<file path="src/rtl/assert_macros.svh">
// Assertion helpers shared by the RTL.
`ifndef ASSERT_MACROS_SVH
`define ASSERT_MACROS_SVH

// Check a property on every clock edge, ignored while reset is held.
`define ASSERT_CLK(label, prop, msg) \
  label: assert property (@(posedge clk) disable iff (!rst_n) (prop)) else $error(msg);

// Check that an antecedent implies a consequent on the same edge.
`define ASSERT_IMPL(label, ante, cons, msg) \
  `ASSERT_CLK(label, (ante) |-> (cons), msg)

`endif

</file>
<file path="src/rtl/nlcg_pkg.sv">
`timescale 1ns / 1ps

package nlcg_pkg;

  // Byte codes
  localparam logic [7:0] CHR_NEWLINE = 8'd10;
  localparam logic [7:0] CHR_DOLLAR  = 8'h24;
  localparam logic [7:0] CHR_STAR    = 8'h2A;

  // Sentence prefixes, first character in the top byte
  localparam int unsigned PREFIX_LEN = 6;
  localparam logic [8*PREFIX_LEN-1:0] PFX_GGA = "$GPGGA";
  localparam logic [8*PREFIX_LEN-1:0] PFX_GSA = "$GPGSA";
  localparam logic [8*PREFIX_LEN-1:0] PFX_RMC = "$GPRMC";

  localparam int unsigned GROUP_LINES = 3;
  localparam logic [8:0]  HEX_MAX     = 9'd511;

  // Sentence kind codes
  typedef enum logic [1:0] {
    KIND_OTHER = 2'd0,
    KIND_GGA   = 2'd1,
    KIND_GSA   = 2'd2,
    KIND_RMC   = 2'd3
  } kind_t;

  typedef struct packed {
    logic [7:0] byte_value;
    logic       stream_end;
  } in_item_t;

  typedef struct packed {
    logic [1:0] sentence_kind;
    logic       checksum_ok;
    logic [1:0] line_in_group;
    logic       group_done;
    logic       group_valid;
  } out_item_t;

  // Per-line parse state
  typedef struct packed {
    logic       line_started;
    logic [2:0] prefix_position;
    logic [2:0] prefix_match_flags;
    logic       star_seen;
    logic [7:0] xor_accumulator;
    logic       high_byte_parity;
    logic [8:0] hex_value;
    logic       hex_digit_seen;
    logic       hex_bad;
    logic       trailing_space_seen;
  } line_state_t;

  localparam line_state_t LINE_CLEAR = '{
    line_started:        1'b0,
    prefix_position:     3'd0,
    prefix_match_flags:  3'b111,
    star_seen:           1'b0,
    xor_accumulator:     8'd0,
    high_byte_parity:    1'b0,
    hex_value:           9'd0,
    hex_digit_seen:      1'b0,
    hex_bad:             1'b0,
    trailing_space_seen: 1'b0
  };

  function automatic logic is_space(input logic [7:0] b);
    return b inside {8'd9, 8'd11, 8'd12, 8'd13, 8'd32};
  endfunction

  // Hex digit decode; valid flag in the top bit
  function automatic logic [4:0] hex_digit(input logic [7:0] b);
    logic [4:0] r;
    r = '0;
    case (b) inside
      [8'h30:8'h39]: r = {1'b1, 4'(b - 8'h30)};
      [8'h61:8'h66]: r = {1'b1, 4'(b - 8'h61 + 8'd10)};
      [8'h41:8'h46]: r = {1'b1, 4'(b - 8'h41 + 8'd10)};
      default:       r = '0;
    endcase
    return r;
  endfunction

  // Character of a prefix at a position below PREFIX_LEN
  function automatic logic [7:0] prefix_char(input logic [8*PREFIX_LEN-1:0] text,
                                             input logic [2:0] pos);
    logic [2:0] idx;
    idx = 3'(PREFIX_LEN - 1) - pos;
    return text[8*idx +: 8];
  endfunction

endpackage

</file>
<file path="src/rtl/nmea_line_checksum_grouper.sv">
`timescale 1ns / 1ps
// NMEA sentence checksum checker with three-line grouping.
//
// in_*  : one stream byte per item (byte_value, stream_end), valid/ready.
// out_* : one result item per closed non-empty line, valid/ready.
// A line closes on a newline byte or on an item with stream_end set; the
// latter also drops any partial group once its line has been counted.
//
// Output: a result is registered into the result register, or into the skid
// register while a result still waits, when the item closing its line is
// accepted. Throughput: one byte per cycle while in_ready is high; the line
// parser and group tracker are a single registered stage updated per accept.
// Stalls: a two-entry output (result register plus skid register) lets the
// block keep taking bytes while one result waits; in_ready drops only when
// both entries are full.
// Reset (rst_n low, synchronous): parser cleared, group position zero,
// output entries empty.

`include "assert_macros.svh"

module nmea_line_checksum_grouper (
  input  logic                clk,
  input  logic                rst_n,
  input  logic                in_valid,
  output logic                in_ready,
  input  nlcg_pkg::in_item_t  in_data,
  output logic                out_valid,
  input  logic                out_ready,
  output nlcg_pkg::out_item_t out_data
);

  import nlcg_pkg::*;

  line_state_t line_r, line_nxt, line_upd;
  logic [1:0]  group_count_r, group_count_nxt;
  logic        group_good_r, group_good_nxt;
  logic        out_valid_r, skid_valid_r;
  out_item_t   out_data_r, skid_data_r, res;
  logic        res_valid;
  logic        accept, push, pop;
  logic [7:0]  b;
  logic        first, is_nl, do_close;
  logic [4:0]  hd;
  logic [2:0]  flags_mask;
  kind_t       kind;
  logic        ok, good, done;
  logic [1:0]  pos;

  assign accept = in_valid && in_ready;
  assign b      = in_data.byte_value;
  assign is_nl  = (b == CHR_NEWLINE);
  assign first  = !line_r.line_started;
  assign hd     = hex_digit(b);

  // Prefix compare against the three known sentence heads
  always_comb begin
    flags_mask[0] = (prefix_char(PFX_GGA, line_r.prefix_position) == b);
    flags_mask[1] = (prefix_char(PFX_GSA, line_r.prefix_position) == b);
    flags_mask[2] = (prefix_char(PFX_RMC, line_r.prefix_position) == b);
  end

  // Consume one non-newline byte
  always_comb begin
    line_upd = line_r;
    if (!(first && is_space(b))) begin
      line_upd.line_started = 1'b1;
      if (line_r.prefix_position < 3'(PREFIX_LEN)) begin
        line_upd.prefix_match_flags = line_r.prefix_match_flags & flags_mask;
        line_upd.prefix_position    = line_r.prefix_position + 3'd1;
      end
      if (first) begin
        if (b != CHR_DOLLAR) line_upd.hex_bad = 1'b1;
      end else if (!line_r.star_seen) begin
        if (b == CHR_STAR) begin
          line_upd.star_seen = 1'b1;
        end else begin
          line_upd.xor_accumulator  = line_r.xor_accumulator ^ b;
          line_upd.high_byte_parity = line_r.high_byte_parity ^ b[7];
        end
      end else if (is_space(b)) begin
        line_upd.trailing_space_seen = 1'b1;
      end else if (line_r.trailing_space_seen || !hd[4]) begin
        line_upd.hex_bad = 1'b1;
      end else begin
        // saturate once any of the top four bits would shift out
        if (line_r.hex_value[8:5] != 4'd0) line_upd.hex_value = HEX_MAX;
        else line_upd.hex_value = {line_r.hex_value[4:0], hd[3:0]};
        line_upd.hex_digit_seen = 1'b1;
      end
    end
    if (is_nl) line_upd = line_r;
  end

  // Line close and group tracking
  always_comb begin
    kind = KIND_OTHER;
    if (line_upd.prefix_position >= 3'(PREFIX_LEN)) begin
      if (line_upd.prefix_match_flags[0])      kind = KIND_GGA;
      else if (line_upd.prefix_match_flags[1]) kind = KIND_GSA;
      else if (line_upd.prefix_match_flags[2]) kind = KIND_RMC;
    end
    ok = !line_upd.hex_bad && line_upd.star_seen && line_upd.hex_digit_seen &&
         !line_upd.high_byte_parity &&
         (line_upd.hex_value == {1'b0, line_upd.xor_accumulator});
    pos  = group_count_r;
    good = group_good_r && ok && (kind == kind_t'(pos + 2'd1));
    done = (pos >= 2'(GROUP_LINES - 1));

    do_close  = is_nl || in_data.stream_end;
    res_valid = do_close && line_upd.line_started;

    res.sentence_kind = kind;
    res.checksum_ok   = ok;
    res.line_in_group = pos;
    res.group_done    = done;
    res.group_valid   = done && good;

    line_nxt        = do_close ? LINE_CLEAR : line_upd;
    group_count_nxt = group_count_r;
    group_good_nxt  = group_good_r;
    if (res_valid) begin
      group_count_nxt = done ? 2'd0 : pos + 2'd1;
      group_good_nxt  = done ? 1'b1 : good;
    end
    if (in_data.stream_end) begin
      group_count_nxt = 2'd0;
      group_good_nxt  = 1'b1;
    end
  end

  // Output register with skid entry
  assign in_ready  = !skid_valid_r;
  assign push      = accept && res_valid;
  assign pop       = out_valid_r && out_ready;
  assign out_valid = out_valid_r;
  assign out_data  = out_data_r;

  always_ff @(posedge clk) begin
    if (!rst_n) begin
      line_r        <= LINE_CLEAR;
      group_count_r <= 2'd0;
      group_good_r  <= 1'b1;
      out_valid_r   <= 1'b0;
      skid_valid_r  <= 1'b0;
    end else begin
      if (accept) begin
        line_r        <= line_nxt;
        group_count_r <= group_count_nxt;
        group_good_r  <= group_good_nxt;
      end
      if (skid_valid_r) begin
        if (pop) begin
          out_data_r   <= skid_data_r;
          skid_valid_r <= 1'b0;
        end
      end else if (push && out_valid_r && !out_ready) begin
        skid_data_r  <= res;
        skid_valid_r <= 1'b1;
      end else if (push) begin
        out_data_r  <= res;
        out_valid_r <= 1'b1;
      end else if (pop) begin
        out_valid_r <= 1'b0;
      end
    end
  end

  // Checks
  `ASSERT_IMPL(a_skid_needs_out, skid_valid_r, out_valid_r, "skid full with output empty")
  `ASSERT_CLK(a_group_pos_range, group_count_r != 2'd3, "group position out of range")
  `ASSERT_IMPL(a_valid_only_done, out_valid_r && !out_data_r.group_done,
               !out_data_r.group_valid, "group_valid without group_done")
  `ASSERT_CLK(a_prefix_pos_range, line_r.prefix_position <= 3'(PREFIX_LEN),
              "prefix position past six")

endmodule

</file>
<file path="config.mk">
export PLATFORM = sky130hd
export DESIGN_NAME = nmea_line_checksum_grouper
export DESIGN_NICKNAME = d
export VERILOG_FILES = /design/src/rtl/nlcg_pkg.sv /design/src/rtl/nmea_line_checksum_grouper.sv
export VERILOG_INCLUDE_DIRS = /design/src /design/src/rtl
export SDC_FILE = /design/constraint.sdc
export NUM_CORES = 1
export LEC_CHECK = 0
export ABC_AREA = 1
export ABC_CLOCK_PERIOD_IN_PS = 3500
export BUFFER_PORTS_ARGS = -buffer_cell sky130_fd_sc_hd__buf_4
export CORE_ASPECT_RATIO = 2
export CORE_MARGIN = 8
export CORE_UTILIZATION = 55
export CTS_BUF_LIST = sky130_fd_sc_hd__clkbuf_16
export DETAILED_ROUTE_END_ITERATION = 10
export PLACE_DENSITY = 0.73
export SLEW_MARGIN = 30
export SYNTH_ARGS = -nofsm -noshare
export SYNTH_HDL_FRONTEND = slang
export SYNTH_SLANG_ARGS = --single-unit
</file>
<file path="constraint.sdc">
create_clock -name clk -period 3.5 [get_ports clk]
set_input_delay 0.35 -clock clk [delete_from_list [all_inputs] [get_ports clk]]
set_output_delay 0.35 -clock clk [all_outputs]
set_load 0.01 [all_outputs]
</file>
==> flow_summary.ini <==
[critical_path]
crit_path_cell_trace = inv_1 > ha_1 > inv_1 > nand2_1 > nand2_1 > nand2_1 > nand2_1 > nor2_1 > nand3_1 > nand3_1 > nand2_1 > inv_1 > nand2_1 > nand2_1 > nand2_1 > nand2_1 > nand3_1 > nor2_1 > nand3_2 > a21oi_2
cpMaxStageDelayCell = dfxtp_1
crit_start = line_r[27]$_SDFFE_PN0P_
r2r_end = out_data[0]$_DFFE_PP_
crit_type = flip-flop to flip-flop
crit_buf_inv = 3
cp.required_ps = 3650
crit_path_max_incr_delay_ps = 440
rrSetupSlack_ps = 680
start_kind = flip-flop
cp_max_fo = 8
cp.arrival_ps = 2980
rr_startpoint = line_r[27]$_SDFFE_PN0P_
critPathMostFrequentCell = nand2_1
cp_top_family = simple AND/OR/NAND/NOR gates
worstRegToRegCells = 20
cp-end-kind = flip-flop

[logic_synthesis]
ys_types = 38
synth_edf_count = 14
synth_area_per_cell_um2 = 6.50
syn_inst = 540
ys_async_sr_fraction_pct = 0
syn_area_um2 = 3510
synth_top_flop_cell = dfxtp_1
ys_seq_area_share_pct = 31.4
synthesis.nets = 567
ys_ff_latch = 48
synth_warnings = 0

[flow_run]
drv_cap = 0

[power_and_ir_drop]
p_leak_nw = 1.90
power.density_nw_per_um2 = 350
total_power_mw = 1.37
ir_drop_v = 0.000401

[worst_hold_path]
hold_end = group_good_r$_SDFFE_PN1P_
min_path_type = input pin to flip-flop
hp-start = in_data[0]
min_path_cells = 5

[clock_network]
hold_buffers = 0
cts_root_buf = clkbuf_16
numCtsBuffers = 5
cts_setup_buffers = 0
insertion_delay_ps = 290
ctsHtreeMaxLevel = 2
clock_tree.buffer_depth = 2
clkSinkCount = 48
ctsResizeCount = 0
clkSlewWorstSetupHoldPaths_ps = 70
cts_tree = yes

[finish]
final_area_um2 = 3910
final_common_cell = nand2_1
final_util_pct = 62.5
area_growth_pct = 11.5
insertedDiodeCount = 0
layout.nets = 588
layout_common_cells = nand2_1 (185), inv_1 (66), nand3_1 (44)
instances_no_fill = 648
drive_above_1_share_pct = 13.7

[place]
dpl_cell_area_um2 = 3740
place_inst = 640
dp_slack_ps = 711
dpl.hpwl_um = 7120
numPortBuffers = 21
routabilityCongestion = 0.931

[sta]
period_share_pct = 80.7
hold_viol_final = 0
fin_skew_ps = 3.61
final.setup.tns_ps = 0
finalMaxSlewViolations = 0
setup-violations-final = 0
rsz0062_at_grt = no
finalCriticalPeriod_ps = 2820
maxSlewHeadroom_pct = 73.7
max_freq_mhz = 354
worst_pin_slew_ps = 393
finalHoldWorstSlack_ps = 404
fin_ws_ps = 675

[detailed_routing]
routed_wl_um = 8920
final_antenna_net_count = 0
drc = 0
wl_per_cell_um = 13.8
initialDrtViolationCount = 206
firstDrtPassIters = 4
dr_total_vias = 3340
viasPerCell = 5.15

[floorplanning]
rows = 41
pin_count = 22
initial_utilization_pct = 56.1
floorplan.die_area_um2 = 9350
die_h_um = 129
die_x_um = 72.5
coreArea_um2 = 6260

[global_route]
grt_max_degree = 28
grt_antenna_before_repair = 0
gr-total-overflow = 0
grt_pass1_vias = 3320
grt_pass1_wl_um = 15100
grt_usage_pct = 20.5

[outcome]
status = completed
==> routing by layer <==
metal	track usage, %	part of all wire (%)
met5	0	0
met4	12.9	5.6
met3	3.43	2.8
met2	38.9	55
met1	19.4	37
==> layout make-up <==
class                           instances  area (um^2)
Fill cell                             609         2350
Multi-Input combinational cell        402         2040
Sequential cell                        48         1100
Inverter                               78          298
Timing Repair Buffer                   26          195
Clock buffer                            5          125
Tap cell                               86          108
Clock inverter                          3         47.5
==> synth_stat cells, types with 5 or more instances <==
cell type	count	area, um^2
nand3_2	5	50.1
inv_1	66	248
edfxtp_1	14	420
inv_2	8	30.0
xor2_1	7	61.3
nor2_1	43	161
clkbuf_1	7	26.3
nand4_1	7	43.8
nand3_1	44	220
a21oi_1	33	165
nor3_1	5	25.0
o21ai_0	17	85.1
ha_1	14	175
nand2_2	10	62.6
nand2_1	185	694
dfxtp_1	34	681
==> flip-flops by register name, summed over array words and instances, names as in the netlist <==
name / cells
group_good_r: 1
group_count_r: 2
skid_valid_r: 1
skid_data_r: 7
out_valid: 1
line_r: 29
out_data: 7
==> report_power, final <==
group / switching [mW] / internal (mW)
registers: 0.0135 / 0.586
clock network: 0.209 / 0.339
logic: 0.145 / 0.0742
==> logic make-up after synthesis <==
logic type | after synthesis | share of synthesized area (%)
AND/OR/NAND/NOR | 317 | 41.1
buffers and inverters | 90 | 10.6
AO/OA/AOI/OAI | 60 | 9.20
flip-flops | 48 | 31.4
adder cells (fa/ha/maj) | 14 | 4.99
XOR/XNOR | 11 | 2.75
==> how the worst max path moves through the flow <==
stage / endpoint / slack (ps) / depth (start not counted)
2_1_floorplan: out_data[0]$_DFFE_PP_ / 1170 / 14
3_3_place_gp: out_data[0]$_DFFE_PP_ / 730 / 20
5_1_grt: out_data[0]$_DFFE_PP_ / 260 / 20
6_report: out_data[0]$_DFFE_PP_ / 680 / 20
3_5_place_dp: out_data[0]$_DFFE_PP_ / 710 / 20
4_1_cts: out_data[0]$_DFFE_PP_ / 680 / 20
==> worst register-to-register path, delay by kind of cell, from the launching register on <==
family | cells | cell delay [ps]
and+or+nand+nor | 15 | 1320
buffers and inverters | 3 | 370
DFF | 1 | 440
AOI/OAI and AO/OA | 1 | 120
adders and majority gates | 1 | 430
(Power assumes the default switching activity.)
